--- config.mk ---
export PLATFORM = sky130hd
export DESIGN_NAME = sprite_draw_list_build
export DESIGN_NICKNAME = d
export VERILOG_FILES = /design/src/design/sdl_pkg.sv /design/src/design/sprite_draw_list_build.sv
export SDC_FILE = /design/constraint.sdc
export NUM_CORES = 1
export LEC_CHECK = 0
export CORE_UTILIZATION = 50
export CTS_CLUSTER_SIZE = 10
export DETAILED_ROUTE_END_ITERATION = 10
export DONT_BUFFER_PORTS = 1
export HOLD_SLACK_MARGIN = 0.1
export MAX_ROUTING_LAYER = met4
export SLEW_MARGIN = 10
export SYNTH_ARGS = -nofsm -noshare
export SYNTH_HDL_FRONTEND = slang
export SYNTH_SLANG_ARGS = --single-unit
--- constraint.sdc ---
create_clock -name i_clk -period 4.8 [get_ports i_clk]
set_input_delay 0.72 -clock i_clk [delete_from_list [all_inputs] [get_ports i_clk]]
set_output_delay 0.72 -clock i_clk [all_outputs]
set_load 0.02 [all_outputs]
--- src/design/sdl_pkg.sv ---
// ----------------------------------------------------------------------------
// sdl_pkg
// Shared types and constants for the sprite draw list builder.
// ----------------------------------------------------------------------------
package sdl_pkg;

    localparam int          MAX_CELLS_DEF = 40;
    localparam int          BUDGET_W      = 6;

    // function codes carried on the input tuser
    localparam logic        FUNC_LINE     = 1'b0;
    localparam logic        FUNC_SPRITE   = 1'b1;

    localparam logic [10:0] X_OFFSET      = 11'd128;
    localparam logic [10:0] X_MASKED      = 11'h780;   // -128
    localparam logic [10:0] X_STEP        = 11'd8;

    typedef enum logic [2:0] {
        S_IDLE,
        S_ROW1,
        S_ROW2,
        S_BASE,
        S_EMIT
    } t_state;

    // operand selection for the shared add/subtract unit
    typedef struct packed {
        logic [15:0] a;
        logic [15:0] b;
        logic        sub;
    } t_alu_op;

endpackage

--- src/design/sprite_draw_list_build.sv ---
// ----------------------------------------------------------------------------
// sprite_draw_list_build
// Turns the sprites found for a scanline into per-cell draw entries.
// ----------------------------------------------------------------------------
// Input stream (s side): tuser = func, tdata = line, sprite_y, size_code,
// tile_word, x_raw. A line-start beat reloads the cell budget from the
// configuration register and clears the mask flags; it yields no output.
// A sprite beat is captured, then the shared adder works out the pattern
// row and base address in the states S_ROW1, S_ROW2 and S_BASE, then one
// cell is emitted per cycle (1 to 4 cells) while the sink does not stall.
// The adder is reused for row, base and the per-cell address step.
// s_tready is high only while the sequencer is idle.
// Output stream (m side): one beat per cell, tlast on the final beat of the
// sprite; tuser = cell_valid. A sprite seen with no budget left skips the
// adder and gives a single beat with cell_valid low and dot_overflow high.
// The output register holds a beat until the sink takes it; a stall freezes
// the sequencer in its emit state, and the next input is taken as soon as the
// last beat of a sprite is loaded, even if the sink has not taken it yet.
// Reset: budget and flags clear, cell_budget returns to MAX_CELLS. The
// configuration channel is always ready; it must be written only while idle,
// and the block itself does not enforce this.
// ----------------------------------------------------------------------------
module sprite_draw_list_build
    import sdl_pkg::*;
#(
    parameter int MAX_CELLS = MAX_CELLS_DEF
) (
    input  logic                i_clk,
    input  logic                i_rst_n,

    input  logic                i_cfg_valid,
    output logic                o_cfg_ready,
    input  logic [BUDGET_W-1:0] i_cfg_data,     // cell_budget

    input  logic                i_s_tvalid,
    output logic                o_s_tready,
    input  logic [55:0]         i_s_tdata,      // line, sprite_y, size_code,
                                                // tile_word, x_raw, zero fill
    input  logic [0:0]          i_s_tuser,      // func

    output logic                o_m_tvalid,
    input  logic                i_m_tready,
    output logic [39:0]         o_m_tdata,      // cell_address, x_pos,
                                                // palette_prio, h_flip,
                                                // dot_overflow, zero fill
    output logic [0:0]          o_m_tuser,      // cell_valid
    output logic                o_m_tlast
);

    // input field split
    logic [7:0]  w_line;
    logic [10:0] w_y;
    logic [7:0]  w_size;
    logic [15:0] w_tile;
    logic [9:0]  w_xraw;

    assign w_line = i_s_tdata[7:0];
    assign w_y    = i_s_tdata[18:8];
    assign w_size = i_s_tdata[26:19];
    assign w_tile = i_s_tdata[42:27];
    assign w_xraw = i_s_tdata[52:43];

    t_state r_state, n_state;

    logic [BUDGET_W-1:0] r_cfg_budget;
    logic [BUDGET_W-1:0] r_budget, n_budget;
    logic                r_can_mask, n_can_mask;
    logic                r_masked, n_masked;
    logic                r_ovf, n_ovf;

    // per-sprite working registers
    logic [7:0]  r_target;
    logic [7:0]  r_y8;
    logic [4:0]  r_hm1;
    logic [1:0]  r_h;
    logic        r_vflip;
    logic [10:0] r_pattern;
    logic [2:0]  r_pal;
    logic        r_hf;
    logic        r_empty;
    logic [2:0]  r_ncells;
    logic [1:0]  r_count;
    logic [7:0]  r_acc;
    logic [15:0] r_addr;
    logic [10:0] r_x;

    // output register
    logic        r_out_valid;
    logic        r_o_cellv;
    logic [15:0] r_o_addr;
    logic [10:0] r_o_x;
    logic [6:0]  r_o_pal;
    logic        r_o_hf;
    logic        r_o_ovf;
    logic        r_o_last;

    logic        w_s_acc;
    logic        w_line_acc;
    logic        w_spr_acc;
    logic        w_out_free;
    logic        w_emit;
    logic        w_last_cell;
    logic [2:0]  w_width;
    logic [7:0]  w_stride;
    logic [10:0] w_x_init;
    logic        w_plain;
    t_alu_op     w_op;
    logic [15:0] w_sum;

    assign o_cfg_ready = 1'b1;
    assign o_s_tready  = (r_state == S_IDLE);

    assign w_s_acc    = i_s_tvalid && o_s_tready;
    assign w_line_acc = w_s_acc && (i_s_tuser[0] == FUNC_LINE);
    assign w_spr_acc  = w_s_acc && (i_s_tuser[0] == FUNC_SPRITE);

    assign w_out_free  = !r_out_valid || i_m_tready;
    assign w_emit      = (r_state == S_EMIT) && w_out_free;
    assign w_last_cell = ({1'b0, r_count} + 3'd1) == r_ncells;
    assign w_plain     = !r_empty && !r_masked;

    assign w_width  = {1'b0, w_size[3:2]} + 3'd1;
    assign w_stride = {({1'b0, r_h} + 3'd1), 5'b0};   // height * 4
    assign w_x_init = {1'b0, w_xraw} - X_OFFSET
                    + (w_tile[11] ? {6'b0, w_size[3:2], 3'b0} : 11'd0);

    // shared add/subtract unit
    assign w_sum = w_op.a + (w_op.sub ? ~w_op.b : w_op.b) + {15'b0, w_op.sub};

    // next state
    always_comb begin
        n_state = r_state;
        unique case (r_state)
            S_IDLE: begin
                if (w_spr_acc) begin
                    n_state = (r_budget == '0) ? S_EMIT : S_ROW1;
                end
            end
            S_ROW1: n_state = S_ROW2;
            S_ROW2: n_state = S_BASE;
            S_BASE: n_state = S_EMIT;
            S_EMIT: begin
                if (w_out_free && w_last_cell) begin
                    n_state = S_IDLE;
                end
            end
            default: n_state = S_IDLE;
        endcase
    end

    // adder operand selection
    always_comb begin
        w_op = '0;
        unique case (r_state)
            S_ROW1: begin
                // vflip: y + height - 1, else target
                w_op.a = {8'b0, (r_vflip ? r_y8 : r_target)};
                w_op.b = r_vflip ? {11'b0, r_hm1} : 16'd0;
            end
            S_ROW2: begin
                w_op.a   = {8'b0, r_acc};
                w_op.b   = {8'b0, (r_vflip ? r_target : r_y8)};
                w_op.sub = 1'b1;
            end
            S_BASE: begin
                w_op.a = {r_pattern, 5'b0};
                w_op.b = {6'b0, r_acc, 2'b0};
            end
            S_EMIT: begin
                w_op.a = r_addr;
                w_op.b = {8'b0, w_stride};
            end
            default: w_op = '0;
        endcase
    end

    // line flags
    always_comb begin
        n_budget   = r_budget;
        n_can_mask = r_can_mask;
        n_masked   = r_masked;
        n_ovf      = r_ovf;
        if (w_line_acc) begin
            n_budget   = r_cfg_budget;
            n_can_mask = 1'b0;
            n_masked   = 1'b0;
        end else if (w_spr_acc) begin
            if (r_budget == '0) begin
                n_ovf = 1'b1;
            end else begin
                if (w_xraw != '0) begin
                    n_can_mask = 1'b1;
                end else if (r_can_mask || r_ovf) begin
                    n_masked = 1'b1;
                end
                n_ovf = (r_budget < {3'b0, w_width});
            end
        end else if (w_emit && !r_empty) begin
            n_budget = r_budget - BUDGET_W'(1);
        end
    end

    always_ff @(posedge i_clk) begin
        if (!i_rst_n) begin
            r_state      <= S_IDLE;
            r_cfg_budget <= BUDGET_W'(MAX_CELLS);
            r_budget     <= '0;
            r_can_mask   <= 1'b0;
            r_masked     <= 1'b0;
            r_ovf        <= 1'b0;
            r_out_valid  <= 1'b0;
        end else begin
            r_state    <= n_state;
            r_budget   <= n_budget;
            r_can_mask <= n_can_mask;
            r_masked   <= n_masked;
            r_ovf      <= n_ovf;
            if (i_cfg_valid && o_cfg_ready) begin
                r_cfg_budget <= i_cfg_data;
            end
            if (w_emit) begin
                r_out_valid <= 1'b1;
            end else if (i_m_tready) begin
                r_out_valid <= 1'b0;
            end
        end
    end

    // datapath
    always_ff @(posedge i_clk) begin
        if (w_spr_acc) begin
            r_target  <= w_line + 8'd1;
            r_y8      <= w_y[7:0];
            r_h       <= w_size[1:0];
            r_hm1     <= {w_size[1:0], 3'b111};
            r_vflip   <= w_tile[12];
            r_pattern <= w_tile[10:0];
            r_pal     <= w_tile[15:13];
            r_hf      <= w_tile[11];
            r_x       <= w_x_init;
            r_count   <= '0;
            r_empty   <= (r_budget == '0);
            if (r_budget == '0) begin
                r_ncells <= 3'd1;
            end else if (r_budget < {3'b0, w_width}) begin
                r_ncells <= r_budget[2:0];
            end else begin
                r_ncells <= w_width;
            end
        end
        if (r_state == S_ROW1 || r_state == S_ROW2) begin
            r_acc <= w_sum[7:0];
        end
        if (r_state == S_BASE) begin
            r_addr <= w_sum;
        end
        if (w_emit) begin
            r_count   <= r_count + 2'd1;
            r_addr    <= w_sum;
            r_x       <= r_hf ? (r_x - X_STEP) : (r_x + X_STEP);
            r_o_cellv <= !r_empty;
            r_o_addr  <= w_plain ? r_addr : 16'd0;
            r_o_x     <= r_empty ? 11'd0 : (r_masked ? X_MASKED : r_x);
            r_o_pal   <= w_plain ? {r_pal, 4'b0} : 7'd0;
            r_o_hf    <= w_plain && r_hf;
            r_o_ovf   <= r_ovf;
            r_o_last  <= w_last_cell;
        end
    end

    assign o_m_tvalid = r_out_valid;
    assign o_m_tdata  = {4'b0, r_o_ovf, r_o_hf, r_o_pal, r_o_x, r_o_addr};
    assign o_m_tuser  = r_o_cellv;
    assign o_m_tlast  = r_o_last;

    // a beat without a cell is always the single, overflowing result
    a_empty_beat: assert property (@(posedge i_clk) disable iff (!i_rst_n)
        (o_m_tvalid && !o_m_tuser[0]) |-> (o_m_tlast && o_m_tdata[35]))
        else $error("empty-budget beat without tlast or overflow");

    // cell counter stays inside the cell count of the sprite
    a_count_range: assert property (@(posedge i_clk) disable iff (!i_rst_n)
        (r_state == S_EMIT) |-> ({1'b0, r_count} < r_ncells))
        else $error("cell counter out of range");

    // budget only grows at a line start
    a_budget_grow: assert property (@(posedge i_clk) disable iff (!i_rst_n)
        (r_state != S_IDLE) |=> (r_budget <= $past(r_budget)))
        else $error("budget grew outside a line start");

    // no new cell loaded while the sink stalls a pending beat
    a_no_overrun: assert property (@(posedge i_clk) disable iff (!i_rst_n)
        (o_m_tvalid && !i_m_tready) |=> (o_m_tvalid && $stable(r_o_addr)
                                          && $stable(r_o_last)))
        else $error("output beat overwritten under stall");

endmodule
Yosys cells after proc, flatten, opt, wreduce, memory -nomap -nowiden

Cells that the tools add are included.

Flip-flop bits (word level): 132
Output and inout bits: 45

$add $sub $neg: 12
$lt $le $gt $ge: 1
Equal/unequal tests: 8
Muxes and demuxes: 26
Bitwise operators: 6
Reductions and logical operators: 28

Operators with widths:

| operator                | number |
|---|---|
| $pmux W32 S4            | 1 |
| $mux W16                | 3 |
| $mux W11                | 4 |
| $mux W6                 | 3 |
| $add A16 B1 Y16         | 1 |
| $add A16 B16 Y16        | 1 |
| $mux W8                 | 2 |
| $not A16 Y16            | 1 |
| $pmux W3 S5             | 1 |
| $mux W3                 | 4 |
| $add A11 B4 Y11 const B | 1 |
| $add A11 B5 Y11         | 1 |
| $sub A10 B8 Y11 const B | 1 |
| $sub A11 B4 Y11 const B | 1 |
| $mux W5                 | 2 |
| $reduce_bool A10 Y1     | 1 |
| $add A2 B1 Y3 const B   | 3 |
| $add A8 B1 Y8 const B   | 1 |
| $logic_and A1 B1 Y1     | 8 |
| $reduce_bool A2 Y1      | 4 |
| $eq A3 B2 Y1 const B    | 2 |
| $logic_not A6 Y1        | 1 |
| $lt A6 B3 Y1            | 1 |
| $reduce_and A2 Y1       | 3 |
| 16 further kinds        | 30 |

Depth between registers and ports, before layout

Gate-level depths: netlist of the first run.

Depth in word-level cells: 8
Mapped depth: 16
Mapped depth without buffers: 14

Worst setup path before layout of the first run

No wires, ideal clock.

Path kind: reg2reg
Start point: register r_vflip
End point: register r_addr[12], data pin
Library setup time: 0.260 ns
Data arrival time: 3.169 ns
Setup slack: 1.371 ns
Stages on the path, launching flop included: 14
Clock period less this slack: 3.429 ns
Cell sequence: edfxtp_1 -> buf_2 -> buf_1 -> mux2_2 -> a22oi_1 -> o21ai_0 -> ha_1 -> nor2b_1 -> o31a_1 -> o21ai_1 -> a21boi_1 -> a221o_1 -> a211oi_1 -> nor2_1

Cells in the longest elaborated chain, start to end: 8

RTL lines:

| element                            | line                                                         | source |
|---|---|---|
| start, declared                    | sprite_draw_list_build.sv:76                                 | `logic r_vflip;` |
| start signal, assigned             | sprite_draw_list_build.sv:236                                | `r_vflip <= w_tile[12];` |
| $mux W8 or $mux W5 (tied branches) | sprite_draw_list_build.sv:162, sprite_draw_list_build.sv:158 |  |
| $pmux W32 S4 (*)                   | sprite_draw_list_build.sv:154                                | `unique case (r_state)` |
| $not A16 Y16                       | sprite_draw_list_build.sv:128                                | `assign w_sum = w_op.a + (w_op.sub ? ~w_op.b : w_op.b) + {15'b0, w_op.sub};` |
| $mux W16                           | sprite_draw_list_build.sv:128                                |  |
| $add A16 B16 Y16 (*)               | sprite_draw_list_build.sv:128                                |  |
| $add A16 B1 Y16 (*)                | sprite_draw_list_build.sv:128                                |  |
| via w_sum[12]                      | sprite_draw_list_build.sv:108                                | `logic [15:0] w_sum;` |
| $mux W16                           | sprite_draw_list_build.sv:254                                | `if (r_state == S_BASE) begin` |
| $mux W16 (*)                       | sprite_draw_list_build.sv:257                                | `if (w_emit) begin` |
| end signal, assigned               | sprite_draw_list_build.sv:255                                | `r_addr <= w_sum;` |
| end signal, assigned               | sprite_draw_list_build.sv:259                                | `r_addr <= w_sum;` |
| end, declared                      | sprite_draw_list_build.sv:84                                 | `logic [15:0] r_addr;` |

The timed path passes the listed nets; every way through them passes the cells marked *. The select of a mux whose other input is x is not followed.
A chain may end at the register's enable or synchronous reset.

Final worst setup path of the first run

Start point: register r_state[0]
End point: register r_addr[12], data pin

Cells in the longest elaborated chain, start to end: 8

RTL lines:

| element                              | line                          | source |
|---|---|---|
| start, declared                      | sprite_draw_list_build.sv:63  | `t_state r_state, n_state;` |
| start signal, assigned               | sprite_draw_list_build.sv:213 | `r_state <= n_state;` |
| $eq A3 B3 Y1 (tied with other cells) | sprite_draw_list_build.sv:154 |  |
| $pmux W32 S4                         | sprite_draw_list_build.sv:154 |  |
| $not A16 Y16                         | sprite_draw_list_build.sv:128 |  |
| $mux W16                             | sprite_draw_list_build.sv:128 |  |
| $add A16 B16 Y16                     | sprite_draw_list_build.sv:128 |  |
| $add A16 B1 Y16 (*)                  | sprite_draw_list_build.sv:128 |  |
| via w_sum[12]                        | sprite_draw_list_build.sv:108 |  |
| $mux W16                             | sprite_draw_list_build.sv:254 |  |
| $mux W16 (*)                         | sprite_draw_list_build.sv:257 |  |

Marked as above.

==> flow_metrics.tcl, run 1 <==
set metrics [dict create \
    cp.arrival_ps 4040 \
    drc 0 \
    coreArea_um2 12820 \
    drt_iter0_markers 301 \
    drive_above_1_share_pct 8.760 \
    hp-class "primary input to register" \
    rsz0062_at_grt "no" \
    cts_max_level 4 \
    grt_max_degree 39 \
    power.density_nw_per_um2 633.3 \
    final-setup-viol-count 0 \
    r2r_start "r_state[0]$_SDFFE_PN0P_" \
    dr.pass1.iters 4 \
    min_path_cells 1 \
    ys.flop_type "edfxtp_1" \
    fin_total_pwr_mw 4.720 \
    synth_top_family_by_area "simple AND/OR/NAND/NOR gates" \
    finalNetCount 692 \
    synthCells 593 \
    yosysTopAreaCellShare_pct 49.10 \
    yosys.area_share.simple_pct 14.49 \
    ys_seq_area_share_pct 54.80 \
    synthMuxAreaShare_pct 3.228 \
    die_area_um2 13800 \
    synth_adder_area_share_pct 6.344 \
    skew_ps 5.429 \
    synthesis.area_um2 6666 \
    min_to "r_cfg_budget[5]$_SDFFE_PN1P_" \
    multi_input_area_um2 2775 \
    gp_congestion 0.8726 \
    met1_length_mm 6.362 \
    crit_required_ps 4970 \
    post_cts_buffers 0 \
    cp_max_fo 20 \
    clock_sinks 128 \
    cts-root-buf "clkbuf_16" \
    synth.distinct_cells 59 \
    r2r_end "r_addr[12]$_DFFE_PP_" \
    io_buffers 0 \
    insertion_delay_ps 420 \
    ctsResizeCount 0 \
    hold_path.startpoint "i_rst_n" \
    slew_viol_final 0 \
    tightest_slew_ps 789.6 \
    p_leak_nw 2.875 \
    path_class "register to register" \
    yosysTopAreaCell "edfxtp_1" \
    fin_setup_tns_ps 0 \
    finalHoldViolCount 0 \
    drt-total-wl_mm 13.34 \
    vias 4334 \
    cp-end-kind "register" \
    initial_core_util_pct 51.98 \
    io_pins 113 \
    place_area_um2 6787 \
    timing.final.crit_share_pct 80.60 \
    grt.overflow.total 0 \
    via_per_inst 5.578 \
    cap_violations 0 \
    gr-usage-all-layers_pct 21.52 \
    ys_ff_latch 128 \
    dpl.hpwl_mm 9.447 \
    hold_buffers 0 \
    synth_xor_area_share_pct 3.941 \
    synthArstFlopShare_pct 0 \
    status "completed" \
    synthTopCellsByArea "edfxtp_1, dfxtp_1, ha_1" \
    syn_area_per_cell_um2 11.24 \
    drt.antenna.violating_nets 0 \
    period_minus_slack_ps 3869 \
    die_w_um 117.5 \
    synth-warning-count 0 \
    rows 41 \
    cts.clk_slew.worst_paths_ps 60 \
    antenna_cells 0 \
    wl_met3_um 618 \
    cts_buffer_depth 2 \
    maxUsedRoutingLayer "met4" \
    critical_path.startpoint_type "register" \
    syn_to_final_growth_pct 11.79 \
    fin_ws_ps 931.4 \
    dp_slack_ps 1003 \
    met2_wirelength_mm 6.101 \
    die_h_um 117.5 \
    antenna_found_initial 0 \
    grt_pass1_wl_mm 22.08 \
    finish.instance_area_um2 7452 \
    r2r_cells 13 \
    fmax_mhz 258.5 \
    grt_pass1_vias 4261 \
    fill_cells 1108 \
    peakVddDrop_mv 0.2832 \
    synth-edff-count 109 \
    cts_made_buffers 17 \
    r2r_slack_ps 930 \
    seq_area_um2 3654 \
    cts_tree "yes" \
    slew_headroom_pct 47.36 \
    routedWlPerCell_um 17.17 \
    synth_compound_area_share_pct 13.04 \
]
state kept, by name, summed over array words and instances, names as in the netlist, 8 cells and up:
register,cells
r_acc,8
r_addr,16
r_o_addr,16
r_o_x,11
r_pattern,11
r_target,8
r_x,11
r_y8,8
worst max path at each step:
stage,from,endpoint,slack [ps],cells past startpoint
5_1_grt,r_state[0]$_SDFFE_PN0P_,r_addr[12]$_DFFE_PP_,690,13
3_3_place_gp,r_state[0]$_SDFFE_PN0P_,r_addr[12]$_DFFE_PP_,1060,13
6_report,r_state[0]$_SDFFE_PN0P_,r_addr[12]$_DFFE_PP_,930,13
3_5_place_dp,r_state[0]$_SDFFE_PN0P_,r_addr[12]$_DFFE_PP_,1000,13
4_1_cts,r_state[0]$_SDFFE_PN0P_,r_addr[12]$_DFFE_PP_,990,13
2_1_floorplan,r_vflip$_DFFE_PP_,r_addr[12]$_DFFE_PP_,1370,13
final cells by class:
class	instances	share of cell area, %
clock buffers	17	5.709
clock inverters	15	3.224
inverters	26	1.310
multi-input cells	413	37.24
flip-flops and latches	128	49.03
well taps	172	2.888
repair buffers	6	0.6044
placed cells by master (no fill, tap or decap), drive strengths merged, types with 8 or more instances in the layout:
cell / count
a21o: 8
a21oi: 33
and2: 32
clkbuf: 17
conb: 9
dfxtp: 19
edfxtp: 109
ha: 29
inv: 27
mux2i: 17
nand2: 52
nor2: 42
nor2b: 16
nor3: 15
o21ai: 32
xnor2: 16
xor2: 14
metrics by stage:
stage / hold slack [ps] / cells / utilization, %
5_1_grt: 338.1 / 777 / 58.11
4_1_cts: 335.5 / 777 / 58.11
2_1_floorplan: 425.6 / 600 / -
3_5_place_dp: 448.7 / 745 / 52.92
3_3_place_gp: 446.4 / 745 / 52.92
6_report: 358.3 / 777 / 58.11
power by group:
part           internal (mW)  switching [mW]
logic                  0.506           0.829
registers               1.66           0.275
clock network          0.970           0.483
kinds of logic (layout without fill, tap and decap cells):
logic type,after synthesis,count (layout)
xor gates and xnor gates,30,30
AOI/OAI and AO/OA,128,128
buffers and inverters,59,64
other,2,9
adders and majority gates,32,32
DFF,128,128
and+or+nand+nor,193,193
muxes,21,21
routing by layer:
layer	track usage [%]	vias to the layer above
li1	-	2140
met5	-	-
met2	31.69	129
met4	9.135	0
met3	5.620	19
met1	28.17	2046
Yosys cell counts, types with 3 or more instances:
library cell and count:
xor2_1 14, a21o_1 8, inv_1 24, or3_1 5, o21ai_1 11, mux2_2 4, o21a_1 5, a211oi_1 5
nor2_1 42, nand3_1 7, a31oi_1 3, edfxtp_1 109, nor3_1 15, clkbuf_1 18, nor2b_1 16, a22oi_1 7
o211ai_1 3, nor4_1 4, nand2b_1 4, and2_1 32, o21ai_0 20, a21oi_1 33, nand2_1 52, mux2i_1 17
dfxtp_1 19, ha_1 29, fa_1 3, o31ai_1 3, buf_4 12, xnor2_1 16, a22o_1 7, a221o_1 5
critical path, cell delays in order, from the launching register on:
cell and delay, ps:
dfxtp_1 780, nor2b_1 310, and2_1 370, a21oi_1 150
a22oi_1 200, nor2_1 70, ha_1 350, o21a_1 210
o31a_1 120, o21ai_1 230, a21boi_1 170, a221o_1 370
a211oi_1 230, nor2_1 60
(Power assumes the default switching activity.)
==> run 2, diff against run 1 <==
- PLACE_DENSITY: not set -> 0.68
- clock period: 4.8 -> 3.5 ns (I/O delays scaled with it)
==> flow_metrics.tcl, run 2 (same netlist as run 1, synthesis figures left out) <==
set metrics [dict create \
    status "completed" \
    syn_to_final_growth_pct 13.25 \
    cap_violations 0 \
    rsz0062_at_grt "no" \
    utilization_pct 58.87 \
    antenna_cells 0 \
    crit_required_ps 3670 \
    startpoint "r_state[1]$_SDFFE_PN0P_" \
    drc 0 \
    rows 41 \
    multi_input_area_um2 2798 \
    cp-end-kind "register" \
    drt-total-wl_mm 13.72 \
    post_cts_buffers 0 \
    slew_headroom_pct 46.81 \
    die_w_um 117.5 \
    finalHoldViolCount 0 \
    clock_sinks 128 \
    dpl.hpwl_mm 9.779 \
    gp_congestion 0.8701 \
    seq_area_um2 3654 \
    via_per_inst 5.589 \
    drive_above_1_share_pct 11.70 \
    cts_made_buffers 17 \
    timing.final.crit_share_pct 92.42 \
    dr.pass1.iters 5 \
    drt.antenna.violating_nets 0 \
    drt_iter0_markers 342 \
    final-setup-viol-count 0 \
    cts_tree "yes" \
    final_common_cell "edfxtp_1" \
    gr-usage-all-layers_pct 21.46 \
    vias 4449 \
    r2r_start "r_state[1]$_SDFFE_PN0P_" \
    cts.clk_slew.worst_paths_ps 60 \
    grt_pass1_vias 4435 \
    fill_cells 1069 \
    tightest_slew_ps 797.8 \
    fmax_mhz 309.1 \
    io_pins 113 \
    grt.overflow.total 0 \
    r2r_slack_ps 270 \
    cts_max_level 4 \
    critical_path.startpoint_type "register" \
    r2r_end "r_addr[12]$_DFFE_PP_" \
    p_leak_nw 2.943 \
    numPlacedInstances 765 \
    antenna_found_initial 0 \
    cts_buffer_depth 2 \
    io_buffers 0 \
    die_area_um2 13800 \
    cts-root-buf "clkbuf_16" \
    cp_max_fo 11 \
    finalNetCount 712 \
    r2r_cells 13 \
    peakVddDrop_mv 0.3427 \
    fin_setup_tns_ps 0 \
    initial_core_util_pct 51.98 \
    top_regs "r_addr x16, r_o_addr x16" \
    coreArea_um2 12820 \
    routedWlPerCell_um 17.24 \
    die_h_um 117.5 \
    path_class "register to register" \
    final_cell_mix "edfxtp_1, nand2_1, nor2_1" \
    insertion_delay_ps 420 \
    skew_ps 6.648 \
    hp-class "primary input to register" \
    grt_pass1_wl_mm 22.15 \
    layout.cells.non_filler 796 \
    slew_viol_final 0 \
    min_path_cells 1 \
    cp.arrival_ps 3400 \
    power.density_nw_per_um2 841.9 \
    period_minus_slack_ps 3235 \
    crit_path_end "r_addr[12]$_DFFE_PP_" \
    grt_max_degree 39 \
]
==> run 2: area by class of cell <==
class                   instances  area share, %
well taps                     172          2.851
inverters                      26          1.293
clock buffers                  20          5.784
flip-flops and latches        128          48.39
multi-input cells             413          37.06
repair buffers                 26          2.751
clock inverters                11          1.873
==> run 2: stage by stage <==
step	setup slack, ps	cell area, um^2	hold WS (ps)	power [mW]
finish	265.3	7550	162.0	6.356
floorplan	70.53	6693	425.6	4.026
global placement	283.2	6949	443.3	4.529
global route	49.25	7550	162.4	6.703
detailed placement	234.2	6949	452.9	4.601
CTS	228.5	7527	153.6	6.365
==> run 2: worst min path at each step <==
stage / from / endpoint / slack, ps
4_1_cts: i_rst_n / r_cfg_budget[3]$_SDFFE_PN1P_ / 150
6_report: i_rst_n / r_cfg_budget[3]$_SDFFE_PN1P_ / 160
3_5_place_dp: r_cfg_budget[1]$_SDFFE_PN0P_ / r_budget[1]$_SDFFE_PN0P_ / 450
5_1_grt: i_rst_n / r_cfg_budget[5]$_SDFFE_PN1P_ / 160
3_3_place_gp: r_cfg_budget[1]$_SDFFE_PN0P_ / r_budget[1]$_SDFFE_PN0P_ / 440
2_1_floorplan: r_ovf$_SDFFE_PN0P_ / r_o_ovf$_DFFE_PP_ / 430
==> run 2: report_power, final <==
| group | switching (mW) | leakage, nW | total (mW) | internal [mW] |
|---|---|---|---|---|
| combinational | 1.22 | 1.49 | 2.01 | 0.783 |
| clock | 0.633 | 0.276 | 1.74 | 1.11 |
| sequential | 0.335 | 1.17 | 2.61 | 2.27 |
| total | 2.19 | 2.94 | 6.36 | 4.16 |
==> run 2: worst max-delay path, stage by stage, from the launching register on <==
cell	delay, ps
dfxtp_1	320
buf_4	170
nor2b_1	330
buf_4	190
a22oi_1	80
o21ai_0	210
ha_1	280
o21a_1	190
o31a_1	120
o21ai_1	230
a21boi_1	130
a221o_1	360
a211oi_1	280
nor2_1	80
==> run 2: repair_timing <==
| item | CTS | global route |
|---|---|---|
| gates resized for setup | 0 | 5 |
| endpoints found under the setup margin | 0 | 1 |
| hold endpoints to repair | 0 | 0 |
| hold buffers | 0 | 0 |
==> run 2: metal layers <==
layer  routed length, um  GRT usage [%]
met3                 749          4.167
met2                6424          33.91
met1                6249          26.87
met5                   0              -
met4                 297          9.615
==> run 3, diff against run 2 <==
- CAP_MARGIN: not set -> 20
- PLACE_DENSITY: 0.68 -> 0.69
- clock period: 3.5 -> 3.7 ns (I/O delays scaled with it)
==> flow_metrics.tcl, run 3 (same netlist as run 1, synthesis figures left out) <==
set metrics [dict create \
    cts_tree "yes" \
    routedWlPerCell_um 16.97 \
    clock_sinks 128 \
    initial_core_util_pct 51.98 \
    fin_ws_ps 283.1 \
    cts_made_buffers 17 \
    min_path_cells 1 \
    gr-usage-all-layers_pct 20.93 \
    critical-path-slowest-cell "edfxtp_1" \
    period_minus_slack_ps 3417 \
    antenna_found_initial 0 \
    final-setup-viol-count 0 \
    finalNetCount 703 \
    drt_iter0_markers 322 \
    dr.pass1.iters 5 \
    drive_above_1_share_pct 9.121 \
    drt.antenna.violating_nets 0 \
    crit_chain "buf_4 > nor2b_1 > a21o_1 > a22oi_1 > nor2_1 > ha_1 > nor2b_1 > o31a_1 > o21ai_1 > a21boi_1 > a221o_1 > a211oi_1 > nor2_1" \
    die_h_um 117.5 \
    timing.final.crit_share_pct 92.35 \
    grtUsageMet3_pct 5.426 \
    final_cell_mix "edfxtp_1, nand2_1, nor2_1" \
    grt_pass1_wl_mm 21.85 \
    r2r_slack_ps 280 \
    dpl.hpwl_mm 9.620 \
    drt-total-wl_mm 13.34 \
    min_to "r_cfg_budget[5]$_SDFFE_PN1P_" \
    coreArea_um2 12820 \
    hp-class "primary input to register" \
    via_per_inst 5.635 \
    seq_area_um2 3654 \
    crit_required_ps 3860 \
    fin_total_pwr_mw 5.816 \
    critical_path.startpoint_type "register" \
    fin_setup_tns_ps 0 \
    top_usage_layer "met2" \
    fill_cells 1050 \
    cts_max_level 4 \
    status "completed" \
    slew_viol_final 0 \
    antenna_cells 0 \
    tightest_slew_ps 784.9 \
    slew_headroom_pct 47.67 \
    gp_congestion 0.8799 \
    skew_ps 8.179 \
    path_class "register to register" \
    final_common_cell "edfxtp_1" \
    cts.clk_slew.worst_paths_ps 60 \
    syn_to_final_growth_pct 11.11 \
    drc 0 \
    grt_pass1_vias 4325 \
    rows 41 \
    grt_max_degree 39 \
    vias 4429 \
    cpPeakStageDelay_ps 480 \
    hold_buffers 0 \
    cp-end-kind "register" \
    die_area_um2 13800 \
    cts_buffer_depth 2 \
    crit_family "compound AO/OA/AOI/OAI gates" \
    p_leak_nw 2.873 \
    rsz0062_at_grt "no" \
    cts-root-buf "clkbuf_16" \
    r2r_end "r_addr[12]$_DFFE_PP_" \
    hold_path.startpoint "i_rst_n" \
    dp_slack_ps 240.3 \
    met1_usage_pct 27.43 \
    cap_violations 0 \
    io_pins 113 \
    peakVddDrop_mv 0.3602 \
    critPathBufInv 1 \
    use_met2_pct 31.18 \
    insertion_delay_ps 410 \
    finalHoldViolCount 0 \
    multi_input_area_um2 2780 \
    grt.overflow.total 0 \
    cp_max_fo 6 \
    startpoint "r_vflip$_DFFE_PP_" \
    die_w_um 117.5 \
    io_buffers 0 \
    cp.arrival_ps 3580 \
    fmax_mhz 292.7 \
    r2r_cells 13 \
    r2r_start "r_vflip$_DFFE_PP_" \
    top_regs "r_addr x16, r_o_addr x16" \
    power.density_nw_per_um2 785.2 \
]
==> run 3: cell types whose count changed in the layout (fill, tap and decap cells not counted), sizes merged <==
cell / before / now
buf: 26 / 17
clkinvlp: 3 / 1
bufinv: 3 / 2
clkinv: 5 / 7
==> run 3: how the worst max path moves through the flow <==
stage | to | depth (start not counted)
final | r_addr[12]$_DFFE_PP_ | 13
after global routing | r_addr[12]$_DFFE_PP_ | 13
after CTS | r_addr[12]$_DFFE_PP_ | 12
after detailed placement | r_addr[12]$_DFFE_PP_ | 12
after global placement | r_addr[12]$_DFFE_PP_ | 12
after floorplan | r_addr[12]$_DFFE_PP_ | 13
==> run 3: final cells by class <==
cell class,instances,area share [%]
clock inverters,10,1.301
clock buffers,20,5.895
flip-flops and latches,128,49.32
repair buffers,17,1.723
well taps,172,2.905
inverters,26,1.318
multi-input cells,413,37.53
==> run 3: report_power, final <==
group	internal, mW	leakage, nW	switching, mW
Sequential	2.15	1.17	0.324
Clock	0.966	0.257	0.555
Combinational	0.695	1.44	1.13
Total	3.81	2.87	2.00
==> run 3: layer usage <==
metal,vias up,routed length [um]
met2,167,6182
met1,2084,6121
met3,21,807
li1,2157,-
met5,-,0
met4,0,223
==> run 3: what timing repair did <==
item                                    CTS  global route
resized for setup                         0             2
endpoints found under the setup margin    0             2
setup buffers                             0             3
==> run 3: per-stage QoR <==
stage               instance area [um^2]  util [%]  cells  hold slack, ps
floorplan                           6693         -    600           425.6
global placement                    6847     53.39    753           442.3
detailed placement                  6847     53.39    753           452.2
CTS                                 7380     57.54    783           177.8
global route                        7407     57.76    786           181.2
finish                              7407     57.76    786           199.4
